$ cat config.mk
export PLATFORM = sky130hd
export DESIGN_NAME = histogram_bin_with_autoscale_top
export DESIGN_NICKNAME = d
export VERILOG_FILES = /design/src/sv/hbwa_pkg.sv /design/src/sv/histogram_bin_with_autoscale_top.sv /design/src/sv/hbwa_div.sv /design/src/sv/hbwa_bin_mem.sv
export SDC_FILE = /design/constraint.sdc
export NUM_CORES = 2
export LEC_CHECK = 0
export CORE_MARGIN = 3
export CORE_UTILIZATION = 47
export DETAILED_ROUTE_END_ITERATION = 8
export DONT_BUFFER_PORTS = 1
export PLACE_DENSITY = 0.73
export SETUP_SLACK_MARGIN = 0.02
export SYNTH_ARGS = -nofsm -noshare
export SYNTH_HDL_FRONTEND = slang
export SYNTH_HIERARCHICAL = 1
export SYNTH_SLANG_ARGS = --single-unit
$ cat constraint.sdc
create_clock -name clk -period 5.4 [get_ports clk]
set_clock_uncertainty 0.15 [all_clocks]
set_input_delay 0.81 -clock clk [delete_from_list [all_inputs] [get_ports clk]]
set_output_delay 0.81 -clock clk [all_outputs]
set_load 0.02 [all_outputs]
$ cat src/sv/hbwa_pkg.sv
// Shared types, constants and helpers of the histogram engine with autoscale.
// No dependencies; imported by every module of the block.
package hbwa_pkg;

    localparam int COUNT_W    = 32;
    localparam int DVD_W      = 32;
    localparam int DVS_W      = 31;
    localparam int DIV_CNT_W  = 5;
    localparam int CFG_IDX_W  = 2;
    localparam int CFG_DATA_W = 31;
    localparam int BINS_W     = 7;
    localparam int HEIGHT_W   = 10;
    localparam int SHIFT_W    = 6;
    localparam int INDEX_W    = 6;
    localparam int SUM_W      = 64;

    localparam logic [SHIFT_W-1:0] SHIFT_MAX = 6'd32;

    localparam logic [CFG_IDX_W-1:0] CFG_BIN_WIDTH   = 2'd0;
    localparam logic [CFG_IDX_W-1:0] CFG_BINS_IN_USE = 2'd1;
    localparam logic [CFG_IDX_W-1:0] CFG_PLOT_HEIGHT = 2'd2;

    localparam logic OP_ADD    = 1'b0;
    localparam logic OP_REPORT = 1'b1;

    localparam logic [DVS_W-1:0]    RST_BIN_WIDTH   = 31'd1000;
    localparam logic [BINS_W-1:0]   RST_BINS_IN_USE = 7'd32;
    localparam logic [HEIGHT_W-1:0] RST_PLOT_HEIGHT = 10'd50;

    typedef logic [COUNT_W-1:0] count_t;

    function automatic count_t sat_inc(input count_t v);
        sat_inc = (v == '1) ? v : v + count_t'(1);
    endfunction

endpackage

$ cat src/sv/histogram_bin_with_autoscale_top.sv
// Histogram engine with power-of-two autoscale: top level.
// Uses hbwa_pkg, hbwa_div and hbwa_bin_mem.
//
// One request at a time. An add-sample request runs the bit-serial division of
// the sample by the bin width, then a read and a write-back of the bin store; a
// negative sample skips the division. A report request makes a max pass, a sum
// pass and a result pass over the bin store's one read port, a one-step-per-cycle
// search for the chosen shift (0..32), and the mean division on the shared
// divider; the result pass also waits on any output stall.
// The last result may wait in the output register while the next request is taken.
module histogram_bin_with_autoscale_top #(
    parameter int MAX_BINS = 32
) (
    input  logic                              clk,
    input  logic                              rst_n,
    input  logic                              cfg_wr_en,
    input  logic [hbwa_pkg::CFG_IDX_W-1:0]    cfg_index,
    input  logic [hbwa_pkg::CFG_DATA_W-1:0]   cfg_data,
    input  logic                              in_valid,
    output logic                              in_stall,
    input  logic                              opcode,
    input  logic signed [31:0]                sample_value,
    output logic                              out_valid,
    input  logic                              out_stall,
    output logic [hbwa_pkg::INDEX_W-1:0]      bin_index,
    output logic [hbwa_pkg::COUNT_W-1:0]      bin_count,
    output logic [hbwa_pkg::HEIGHT_W-1:0]     bar_height,
    output logic [hbwa_pkg::SHIFT_W-1:0]      scale_shift,
    output logic [hbwa_pkg::HEIGHT_W-1:0]     mean_height,
    output logic signed [hbwa_pkg::SUM_W-1:0] running_sum,
    output logic [hbwa_pkg::COUNT_W-1:0]      running_count,
    output logic                              last_bin
);
    import hbwa_pkg::*;

    localparam int AW    = $clog2(MAX_BINS);
    localparam int TOT_W = $clog2(MAX_BINS) + HEIGHT_W;

    typedef enum logic [3:0] {
        ST_IDLE,
        ST_DIV,
        ST_RD,
        ST_WB,
        ST_MAX_RD,
        ST_MAX_USE,
        ST_SHIFT,
        ST_SUM_RD,
        ST_SUM_USE,
        ST_MEAN,
        ST_MEAN_WAIT,
        ST_EMIT_RD,
        ST_EMIT_OUT
    } state_t;

    state_t              state_reg;
    logic [DVS_W-1:0]    bin_width_reg;
    logic [BINS_W-1:0]   bins_in_use_reg;
    logic [HEIGHT_W-1:0] plot_height_reg;
    logic [SUM_W-1:0]    sum_reg;
    count_t              count_reg;
    logic [AW-1:0]       idx_reg;
    logic [AW-1:0]       k_reg;
    count_t              max_reg;
    logic [SHIFT_W-1:0]  shift_reg;
    logic [TOT_W-1:0]    total_reg;
    logic [HEIGHT_W-1:0] mean_reg;

    logic                out_valid_reg;
    logic [INDEX_W-1:0]  bin_index_reg;
    count_t              bin_count_reg;
    logic [HEIGHT_W-1:0] bar_height_reg;
    logic [SHIFT_W-1:0]  scale_shift_reg;
    logic [HEIGHT_W-1:0] mean_height_reg;
    logic [SUM_W-1:0]    running_sum_reg;
    count_t              running_count_reg;
    logic                last_bin_reg;

    logic [BINS_W-1:0]   n_used;
    logic [AW-1:0]       n_m1;
    logic [DVS_W-1:0]    w_eff;
    logic                in_acc;
    logic                k_last;
    logic                out_free;

    logic                mem_rd_en;
    logic [AW-1:0]       mem_rd_addr;
    logic                mem_wr_en;
    count_t              mem_rd_data;

    logic                div_start;
    logic [DVD_W-1:0]    div_dividend;
    logic [DVS_W-1:0]    div_divisor;
    logic                div_done;
    logic [DVD_W-1:0]    div_q;

    count_t              h_cur;
    count_t              max_sh;
    logic [AW-1:0]       idx_next;

    always_comb
    begin
        if (bins_in_use_reg == '0)
        begin
            n_used = BINS_W'(1);
        end
        else if (bins_in_use_reg > BINS_W'(MAX_BINS))
        begin
            n_used = BINS_W'(MAX_BINS);
        end
        else
        begin
            n_used = bins_in_use_reg;
        end
    end

    assign n_m1     = AW'(n_used - BINS_W'(1));
    assign w_eff    = (bin_width_reg == '0) ? DVS_W'(1) : bin_width_reg;
    assign in_acc   = in_valid && (state_reg == ST_IDLE);
    assign k_last   = (k_reg == n_m1);
    assign out_free = !out_valid_reg || !out_stall;

    assign mem_rd_en   = state_reg inside {ST_RD, ST_MAX_RD, ST_SUM_RD, ST_EMIT_RD};
    assign mem_rd_addr = (state_reg == ST_RD) ? idx_reg : k_reg;
    assign mem_wr_en   = (state_reg == ST_WB);

    assign div_start    = (in_acc && (opcode == OP_ADD) && !sample_value[31])
                          || (state_reg == ST_MEAN);
    assign div_dividend = (state_reg == ST_IDLE) ? DVD_W'(unsigned'(sample_value))
                                                 : DVD_W'(total_reg);
    assign div_divisor  = (state_reg == ST_IDLE) ? w_eff : DVS_W'(n_used);

    assign h_cur    = mem_rd_data >> shift_reg;
    assign max_sh   = max_reg >> shift_reg;
    assign idx_next = (div_q >= DVD_W'(n_used)) ? n_m1 : AW'(div_q);

    hbwa_div u_div (
        .clk      (clk),
        .rst_n    (rst_n),
        .start    (div_start),
        .dividend (div_dividend),
        .divisor  (div_divisor),
        .done     (div_done),
        .quotient (div_q)
    );

    hbwa_bin_mem #(
        .DEPTH (MAX_BINS),
        .AW    (AW)
    ) u_mem (
        .clk     (clk),
        .rst_n   (rst_n),
        .rd_en   (mem_rd_en),
        .rd_addr (mem_rd_addr),
        .wr_en   (mem_wr_en),
        .wr_addr (idx_reg),
        .wr_data (sat_inc(mem_rd_data)),
        .rd_data (mem_rd_data)
    );

    always_ff @(posedge clk or negedge rst_n)
    begin
        if (!rst_n)
        begin
            state_reg         <= ST_IDLE;
            bin_width_reg     <= RST_BIN_WIDTH;
            bins_in_use_reg   <= RST_BINS_IN_USE;
            plot_height_reg   <= RST_PLOT_HEIGHT;
            sum_reg           <= '0;
            count_reg         <= '0;
            idx_reg           <= '0;
            k_reg             <= '0;
            max_reg           <= '0;
            shift_reg         <= '0;
            total_reg         <= '0;
            mean_reg          <= '0;
            out_valid_reg     <= 1'b0;
            bin_index_reg     <= '0;
            bin_count_reg     <= '0;
            bar_height_reg    <= '0;
            scale_shift_reg   <= '0;
            mean_height_reg   <= '0;
            running_sum_reg   <= '0;
            running_count_reg <= '0;
            last_bin_reg      <= 1'b0;
        end
        else
        begin
            if (cfg_wr_en)
            begin
                case (cfg_index)
                    CFG_BIN_WIDTH:   bin_width_reg   <= cfg_data;
                    CFG_BINS_IN_USE: bins_in_use_reg <= cfg_data[BINS_W-1:0];
                    CFG_PLOT_HEIGHT: plot_height_reg <= cfg_data[HEIGHT_W-1:0];
                    default:         ;
                endcase
            end

            if (out_valid_reg && !out_stall && (state_reg != ST_EMIT_OUT))
            begin
                out_valid_reg <= 1'b0;
            end

            case (state_reg)
                ST_IDLE:
                begin
                    if (in_acc)
                    begin
                        if (opcode == OP_ADD)
                        begin
                            sum_reg   <= sum_reg + {{32{sample_value[31]}}, sample_value};
                            count_reg <= sat_inc(count_reg);
                            if (sample_value[31])
                            begin
                                idx_reg   <= '0;
                                state_reg <= ST_RD;
                            end
                            else
                            begin
                                state_reg <= ST_DIV;
                            end
                        end
                        else
                        begin
                            k_reg     <= '0;
                            max_reg   <= '0;
                            state_reg <= ST_MAX_RD;
                        end
                    end
                end
                ST_DIV:
                begin
                    if (div_done)
                    begin
                        idx_reg   <= idx_next;
                        state_reg <= ST_RD;
                    end
                end
                ST_RD:
                begin
                    state_reg <= ST_WB;
                end
                ST_WB:
                begin
                    state_reg <= ST_IDLE;
                end
                ST_MAX_RD:
                begin
                    state_reg <= ST_MAX_USE;
                end
                ST_MAX_USE:
                begin
                    if (mem_rd_data > max_reg)
                    begin
                        max_reg <= mem_rd_data;
                    end
                    if (k_last)
                    begin
                        shift_reg <= '0;
                        state_reg <= ST_SHIFT;
                    end
                    else
                    begin
                        k_reg     <= k_reg + AW'(1);
                        state_reg <= ST_MAX_RD;
                    end
                end
                ST_SHIFT:
                begin
                    if ((shift_reg < SHIFT_MAX) && (max_sh > COUNT_W'(plot_height_reg)))
                    begin
                        shift_reg <= shift_reg + SHIFT_W'(1);
                    end
                    else
                    begin
                        k_reg     <= '0;
                        total_reg <= '0;
                        state_reg <= ST_SUM_RD;
                    end
                end
                ST_SUM_RD:
                begin
                    state_reg <= ST_SUM_USE;
                end
                ST_SUM_USE:
                begin
                    total_reg <= total_reg + TOT_W'(h_cur);
                    if (k_last)
                    begin
                        state_reg <= ST_MEAN;
                    end
                    else
                    begin
                        k_reg     <= k_reg + AW'(1);
                        state_reg <= ST_SUM_RD;
                    end
                end
                ST_MEAN:
                begin
                    state_reg <= ST_MEAN_WAIT;
                end
                ST_MEAN_WAIT:
                begin
                    if (div_done)
                    begin
                        mean_reg  <= div_q[HEIGHT_W-1:0];
                        k_reg     <= '0;
                        state_reg <= ST_EMIT_RD;
                    end
                end
                ST_EMIT_RD:
                begin
                    state_reg <= ST_EMIT_OUT;
                end
                ST_EMIT_OUT:
                begin
                    if (out_free)
                    begin
                        out_valid_reg     <= 1'b1;
                        bin_index_reg     <= INDEX_W'(k_reg);
                        bin_count_reg     <= mem_rd_data;
                        bar_height_reg    <= h_cur[HEIGHT_W-1:0];
                        scale_shift_reg   <= shift_reg;
                        mean_height_reg   <= mean_reg;
                        running_sum_reg   <= sum_reg;
                        running_count_reg <= count_reg;
                        last_bin_reg      <= k_last;
                        if (k_last)
                        begin
                            state_reg <= ST_IDLE;
                        end
                        else
                        begin
                            k_reg     <= k_reg + AW'(1);
                            state_reg <= ST_EMIT_RD;
                        end
                    end
                end
                default:
                begin
                    state_reg <= ST_IDLE;
                end
            endcase
        end
    end

    assign in_stall      = (state_reg != ST_IDLE);
    assign out_valid     = out_valid_reg;
    assign bin_index     = bin_index_reg;
    assign bin_count     = bin_count_reg;
    assign bar_height    = bar_height_reg;
    assign scale_shift   = scale_shift_reg;
    assign mean_height   = mean_height_reg;
    assign running_sum   = signed'(running_sum_reg);
    assign running_count = running_count_reg;
    assign last_bin      = last_bin_reg;

`ifndef SYNTHESIS
    a_shift_range: assert property (@(posedge clk) disable iff (!rst_n)
        out_valid_reg |-> (scale_shift_reg <= SHIFT_MAX))
        else $error("scale shift out of range");

    a_bar_fits: assert property (@(posedge clk) disable iff (!rst_n)
        out_valid_reg |-> (bar_height_reg <= plot_height_reg))
        else $error("scaled bar above plot height");

    a_mean_fits: assert property (@(posedge clk) disable iff (!rst_n)
        out_valid_reg |-> (mean_height_reg <= plot_height_reg))
        else $error("mean height above plot height");

    a_last_index: assert property (@(posedge clk) disable iff (!rst_n)
        (out_valid_reg && last_bin_reg) |-> (bin_index_reg == INDEX_W'(n_m1)))
        else $error("last result not on last bin in use");

    a_div_expected: assert property (@(posedge clk) disable iff (!rst_n)
        div_done |-> ((state_reg == ST_DIV) || (state_reg == ST_MEAN_WAIT)))
        else $error("divider finished with no one waiting");
`endif

endmodule

$ cat src/sv/hbwa_div.sv
// Iterative restoring divider, one quotient bit per cycle.
// Shared by the sample binning and the mean height; uses hbwa_pkg.
module hbwa_div (
    input  logic                      clk,
    input  logic                      rst_n,
    input  logic                      start,
    input  logic [hbwa_pkg::DVD_W-1:0] dividend,
    input  logic [hbwa_pkg::DVS_W-1:0] divisor,
    output logic                      done,
    output logic [hbwa_pkg::DVD_W-1:0] quotient
);
    import hbwa_pkg::*;

    logic                 busy_reg;
    logic                 done_reg;
    logic [DIV_CNT_W-1:0] cnt_reg;
    logic [DVS_W-1:0]     rem_reg;
    logic [DVD_W-1:0]     quo_reg;
    logic [DVS_W-1:0]     dvs_reg;

    logic [DVS_W:0] rem_sh;
    logic           ge;

    assign rem_sh = {rem_reg, quo_reg[DVD_W-1]};
    assign ge     = (rem_sh >= {1'b0, dvs_reg});

    always_ff @(posedge clk or negedge rst_n)
    begin
        if (!rst_n)
        begin
            busy_reg <= 1'b0;
            done_reg <= 1'b0;
            cnt_reg  <= '0;
            rem_reg  <= '0;
            quo_reg  <= '0;
            dvs_reg  <= '0;
        end
        else
        begin
            done_reg <= 1'b0;
            if (start)
            begin
                busy_reg <= 1'b1;
                cnt_reg  <= '1;
                rem_reg  <= '0;
                quo_reg  <= dividend;
                dvs_reg  <= divisor;
            end
            else if (busy_reg)
            begin
                rem_reg <= ge ? DVS_W'(rem_sh - {1'b0, dvs_reg}) : DVS_W'(rem_sh);
                quo_reg <= {quo_reg[DVD_W-2:0], ge};
                cnt_reg <= cnt_reg - DIV_CNT_W'(1);
                if (cnt_reg == '0)
                begin
                    busy_reg <= 1'b0;
                    done_reg <= 1'b1;
                end
            end
        end
    end

    assign done     = done_reg;
    assign quotient = quo_reg;

endmodule

$ cat src/sv/hbwa_bin_mem.sv
// Bin count store: synchronous memory with a registered read.
// Per-entry valid bits make unwritten bins read as zero after reset; uses hbwa_pkg.
module hbwa_bin_mem #(
    parameter int DEPTH = 32,
    parameter int AW    = 5
) (
    input  logic                        clk,
    input  logic                        rst_n,
    input  logic                        rd_en,
    input  logic [AW-1:0]               rd_addr,
    input  logic                        wr_en,
    input  logic [AW-1:0]               wr_addr,
    input  logic [hbwa_pkg::COUNT_W-1:0] wr_data,
    output logic [hbwa_pkg::COUNT_W-1:0] rd_data
);
    import hbwa_pkg::*;

    count_t             mem [DEPTH];
    logic [DEPTH-1:0]   vld_reg;
    count_t             rd_q_reg;
    logic               rd_vld_reg;

    always_ff @(posedge clk)
    begin
        if (wr_en)
        begin
            mem[wr_addr] <= wr_data;
        end
        if (rd_en)
        begin
            rd_q_reg <= mem[rd_addr];
        end
    end

    always_ff @(posedge clk or negedge rst_n)
    begin
        if (!rst_n)
        begin
            vld_reg    <= '0;
            rd_vld_reg <= 1'b0;
        end
        else
        begin
            if (wr_en)
            begin
                vld_reg[wr_addr] <= 1'b1;
            end
            if (rd_en)
            begin
                rd_vld_reg <= vld_reg[rd_addr];
            end
        end
    end

    assign rd_data = rd_vld_reg ? rd_q_reg : '0;

endmodule

======== Word level (Yosys, flattened, before mapping) ========
Memory sizes are Yosys's and may differ from the RTL's. A register that Yosys moved wholly into a read port is not among the register bits.
Index checks and enable logic that the tools add are counted.
storage, ports and cells
  bits in registers ....................... 516
  bits in latches ......................... 0
  RAM bits ................................ 1024
  bits in read-only memories .............. 0
  bits of input ports ..................... 71
  output and inout port bits .............. 163
  word-level logic and storage cells ...... 184
  memories ................................ 1
operators by class
  add/subtract/negate cells ............... 9
  $mul .................................... 0
  div/mod/pow operators ................... 0
  magnitude comparators ................... 9
  eq/ne operators ......................... 29
  shift-type cells ........................ 2
  multiplexer cells ....................... 63
  bitwise operators ....................... 3
  reductions and logical operators ........ 39
memories
  memory     depth  width  read ports  clocked after Yosys merged registers in  write ports  line                text
  u_mem.mem  32     32     1           1                                        1            hbwa_bin_mem.sv:18  count_t mem [DEPTH];
operator list
  kind                     count
  $mux W32                 8
  $mux W31                 5
  $mux W5                  14
  $add A32 B1 Y32 const B  2
  $add A64 B64 Y64         1
  $eq A32 B32 Y1 const B   2
  $pmux W32 S2             1
  $pmux W4 S12             1
  $ge A32 B31 Y1           1
  $ge A32 B7 Y1            1
  $gt A32 B10 Y1           1
  $gt A32 B32 Y1           1
  $mux W4                  8
  $or A32 B32 Y32          1
  $shr A32 B6 Y15          1
  $shr A32 B6 Y32          1
  $logic_not A31 Y1        1
  $sub A31 B31 Y31         1
  $pmux W15 S2             1
  $pmux W5 S5              1
  $eq A4 B4 Y1 const B     5
  $ne A2 B2 Y1 const B     9
  $eq A4 B3 Y1 const B     4
  $add A15 B15 Y15         1
  other kinds (40)         82

======== Depth between registers and ports, before layout ========
  word-level depth ........................ 8
  gate-level depth with buffers ........... 27
  gate-level depth less buffers ........... 22

======== Cells and area by module ========
The synthesis kept the hierarchy.
modules (own cells, without submodules)
  module                            instances  cells each  area an instance (um^2)  seq. area each (um^2)
  hbwa_bin_mem                      1          1672        41411.0                  32536.2
  histogram_bin_with_autoscale_top  1          2495        24538.5                  9571.7
  hbwa_div                          1          696         6228.5                   2527.4

======== Worst setup path before layout ========
No wires, ideal clock.
  kind .................................... flip-flop to flip-flop
  start ................................... register shift_reg[0]
  end ..................................... register total_reg[14]
  setup time .............................. 82 ps
  arrival ................................. 5066 ps
  data required time ...................... 5168 ps
  slack ................................... 102 ps
  stages on the path, launching flop included .. 27
  buffers on the path ..................... 7
  period minus slack after synthesis ...... 5298 ps
  cell sequence ........................... dfrtp_1 -> buf_4 -> buf_6 -> buf_4 -> buf_2 -> buf_2 -> buf_2 -> buf_2 -> mux4_2 -> nand2_1 -> nand2_1 -> nand2_1 -> o21ai_0 -> mux2i_1 -> nor2_1 -> fa_1 -> a21o_1 -> a21o_1 -> a21oi_1 -> o31ai_1 -> a211oi_1 -> o21ai_0 -> a31o_2 -> a21oi_1 -> xnor2_1 -> nand2b_1 -> a31oi_1
on the way
  elaborated cells between the ends (all ways) .. 9
  classes of those cells .................. add/sub (1); order compare (2); eq/ne (1); shift (2); mux (1); reduce/logical (2)
RTL lines
  item                      line                                     text
  start: declaration        histogram_bin_with_autoscale_top.sv:64   logic [SHIFT_W-1:0] shift_reg;
  start signal: assignment  histogram_bin_with_autoscale_top.sv:271  shift_reg <= shift_reg + SHIFT_W'(1);
  $shr A32 B6 Y15           histogram_bin_with_autoscale_top.sv:132  assign h_cur = mem_rd_data >> shift_reg;
  via h_cur[1]              histogram_bin_with_autoscale_top.sv:96   count_t h_cur;
  $add A15 B15 Y15          histogram_bin_with_autoscale_top.sv:286  total_reg <= total_reg + TOT_W'(h_cur);
  $pmux W15 S2              histogram_bin_with_autoscale_top.sv:203  case (state_reg)
  end signal: assignment    histogram_bin_with_autoscale_top.sv:286
  end: declaration          histogram_bin_with_autoscale_top.sv:65   logic [TOT_W-1:0] total_reg;
The timed path passes the listed nets, and every way through them passes these cells.
A chain may end at the register's enable or synchronous reset.

======== Worst setup path in the final report ========
  start ................................... register u_mem.rd_vld_reg
  end ..................................... register total_reg[14]
on the way
  cells in the longest elaborated chain, start to end .. 4
ends and longest elaborated chain
  item                      line                                     text
  start: declaration        hbwa_bin_mem.sv:21                       logic rd_vld_reg;
  start signal: assignment  hbwa_bin_mem.sv:50                       rd_vld_reg <= vld_reg[rd_addr];
  $mux W32                  hbwa_bin_mem.sv:55                       assign rd_data = rd_vld_reg ? rd_q_reg : '0;
  via mem_rd_data[26]       histogram_bin_with_autoscale_top.sv:88   count_t mem_rd_data;
  $shr A32 B6 Y15           histogram_bin_with_autoscale_top.sv:132
  via h_cur[1]              histogram_bin_with_autoscale_top.sv:96
  $add A15 B15 Y15          histogram_bin_with_autoscale_top.sv:286
  $pmux W15 S2              histogram_bin_with_autoscale_top.sv:203
The timed path passes the listed nets, and every way through them passes these cells.

==> out/summary.txt <==
grt total ovfl = 0
Core Box Area = 0.1523 mm^2
register bit total from synthesis = 1572
Synth Area in Compound Gates = 6.632%
Residual DRC = 0
I/O pin count = 234
Detail Route Antenna Nets = 0
combinational share of power = 36.2%
post-DP HPWL = 119.2 mm
total iterations of the first detailed-routing run = 7
Max Transition Viols Final = 210
Seq/Total Area, Yosys = 61.84%
FMAX = 194.1 MHz
Warnings, synthesis = 6
FFs w/ async S/R, synth = 32.82%
flop-to-flop setup slack = 0.25 ns
register area = 0.04465 mm^2
Slowest cell on crit path = dfrtp_4
vias in the first global route = 43347
Worst-path clk slew = 0.06 ns
Root Driver = clkbuf_16
FILL cells = 11912
post-synthesis xor/xnor area fraction = 2.075%
most common cell in the netlist = edfxtp_1
TritonCTS clock tree = done
clk sinks = 1572
die height = 397.9 um
RR Endpoint = total_reg[14]
multi-input logic area = 0.02643 mm^2
final wirelength = 193.7 mm
CP Data Required Time = 5.96 ns
critical path cell sequence = and2_1 -> mux4_2 -> mux4_2 -> mux2i_2 -> nor2_1 -> fa_1 -> a21o_1 -> a21o_1 -> a21oi_1 -> o31ai_1 -> a211oi_1 -> o21ai_0 -> a31o_2 -> a21oi_1 -> xnor2_1 -> nand2b_1 -> a31oi_1
Max-slew headroom = -11.88%
Synth area leaders = edfxtp_1 44%, dfrtp_1 18%, mux4_2 12%
synthesized net count = 5101
Synth Area in Simple Gates = 6.898%
Post-layout nets = 5206
synth cell count leaders = 1056 x edfxtp_1, 506 x dfrtp_1, 409 x nand2_1
R2R cell count = 17
Tightest Pin Transition = 1.678 ns
Worst Hold Slack = -0.4579 ns
failing checks = negative hold slack, max-slew violations
Final Critical Period = 5.151 ns
Distinct cells, synth = 98
Setup WS post-layout = 0.2490 ns
clock buffer count from CTS = 160
worst min path class = in2async
Placer Congestion = 0.9260
final period utilization = 95.39%
Peak VDD IR = 390.1 uV
Longest Clk Path Bufs = 3
layout cell share with drive strength beyond 1 = 23.37%
Setup TNS Final = 0 ns
final setup fails = 0
total power = 0.04471 W
Die Wd = 397.9 um
status = complete, but fails checks
Hold-fix buffers, CTS = 32
Post-synth EDFFs = 1056
Power Dens Cells = 548.6 mW/mm^2
Avg WL per Cell = 27.14 um
reg2reg start = u_mem/rd_vld_reg
largest family of logic cells by synthesized area = multiplexers
largest net degree at the start of global routing = 517
crit path max fanout = 30
delay-heaviest family, CP = compound AO/OA/AOI/OAI gates
sequential group share of total power = 38.8%
area leader, netlist = edfxtp_1
DR vias = 43728
Synth Area per Inst = 14.84 um^2
max FFs per register = 1024
Post-Synth Adder-Cell Area = 2.926%
total track usage = 24.34%
sw frac = 35.58%
first-pass GRT wire length = 288.0 mm
CP Buf/Inv Count = 0
RSZ-0062 raised after global routing = no
Pleak = 30.51 nW
Worst Setup End Kind = flip-flop
htree depth = 4
Top FF cell, synth = edfxtp_1
Max Cap Violations = 0
IO Port Bufs = 0
Synth Cell Area = 0.07218 mm^2
full die area = 0.1583 mm^2
Clk pwr share = 25.0%
Layout area overhead = 12.91%
DR iter-0 viols = 4939
starting density of the core = 47.40%
Worst-Skew Late Latency = 0.82 ns
Row Count = 143
Via density = 6.126
critical path arrival = 5.71 ns
Worst setup SP type = flip-flop
proportion of synthesized area in mux cells = 17.33%
Post-Place Setup Slack = 0.1037 ns
Yosys top cell area share = 43.93%
CP Class = reg2reg
final hold vios = 508
Syn Inst Count = 4863
Max stage delay on crit path = 0.61 ns
antenna violations before repair = 7
Net Sw Power = 0.01591 W
Int Pwr = 0.02880 W
power by group through the flow:
stage | sequential (W) | combinational, W | clock (W)
after detailed placement | 0.0176 | 0.0158 | 0
after floorplan | 0.0168 | 0.0117 | 0
after global routing | 0.0175 | 0.0176 | 0.0118
after global placement | 0.0176 | 0.0155 | 0
final | 0.0174 | 0.0162 | 0.0112
after CTS | 0.0174 | 0.0160 | 0.0113
stage by stage:
| stage | instance area, um^2 | cells | hold slack (ns) | utilization, % |
|---|---|---|---|---|
| final | 81490 | 7138 | -0.4579 | 53.52 |
| after global routing | 81480 | 7131 | -0.4971 | 53.51 |
| after CTS | 81350 | 7120 | -0.5028 | 53.43 |
| after detailed placement | 75700 | 6794 | 0.3029 | 49.72 |
| after global placement | 75700 | 6794 | 0.3004 | 49.72 |
| after floorplan | 72180 | 4863 | 0.2889 | - |
routing by layer:
metal  routed length [um]  vias to the layer above  share of wire, %  GRT usage [%]
met5                   11                        -            0.0057              0
met4                 7365                        2               3.8          8.894
met3                19030                      441               9.8          5.818
met2                91770                     2195                47          38.66
met1                75510                    22259                39          32.77
li1                     -                    18831                 -              -
area by class of cell:
class                      instances  share of cell area (%)
antenna                            8                 0.02457
tap                             2030                   3.117
clock inverter                    72                   1.130
multi-input combinational       2892                   32.43
timing repair buffer             219                   2.532
inverter                         123                  0.5665
clock buffer                     222                   5.409
sequential                      1572                   54.79
worst max-delay path by stage:
stage,start,to,slack (ns),depth (start not counted)
floorplan,shift_reg[0],total_reg[14],0.10,26
global placement,u_mem/rd_vld_reg,total_reg[14],0.17,17
detailed placement,u_mem/rd_vld_reg,total_reg[14],0.10,17
CTS,u_mem/rd_vld_reg,total_reg[14],0.06,17
global route,u_mem/rd_vld_reg,total_reg[14],0.02,21
finish,u_mem/rd_vld_reg,total_reg[14],0.25,17
cell usage in the layout, fill, tap and decap left out, types with 65 or more instances in the layout:
master / n
a21o_1: 66
a21oi_1: 177
and2_1: 90
buf_4: 158
clkbuf_16: 161
dfrtp_1: 501
edfxtp_1: 1056
ha_1: 164
inv_1: 121
mux2_2: 245
mux2i_1: 132
mux4_2: 371
nand2_1: 409
nand3_1: 65
nor2_1: 159
o21ai_0: 245
xnor2_1: 87
cells by family (layout without fill, tap and decap cells):
family	after synthesis	after routing
AOI/OAI and AO/OA	755	755
xor gates and xnor gates	171	171
adders and majority gates	167	167
buffers and inverters	399	636
DFF	1572	1572
muxes	755	755
other	2	10
and+or+nand+nor	1042	1042
what timing repair did:
action                                  in CTS  in global routing
resized for setup                            0                  4
buffers inserted                             0                  7
endpoints found under the setup margin       0                  2
hold endpoints to repair                   565                510
Power figures use the tool's default switching activity.
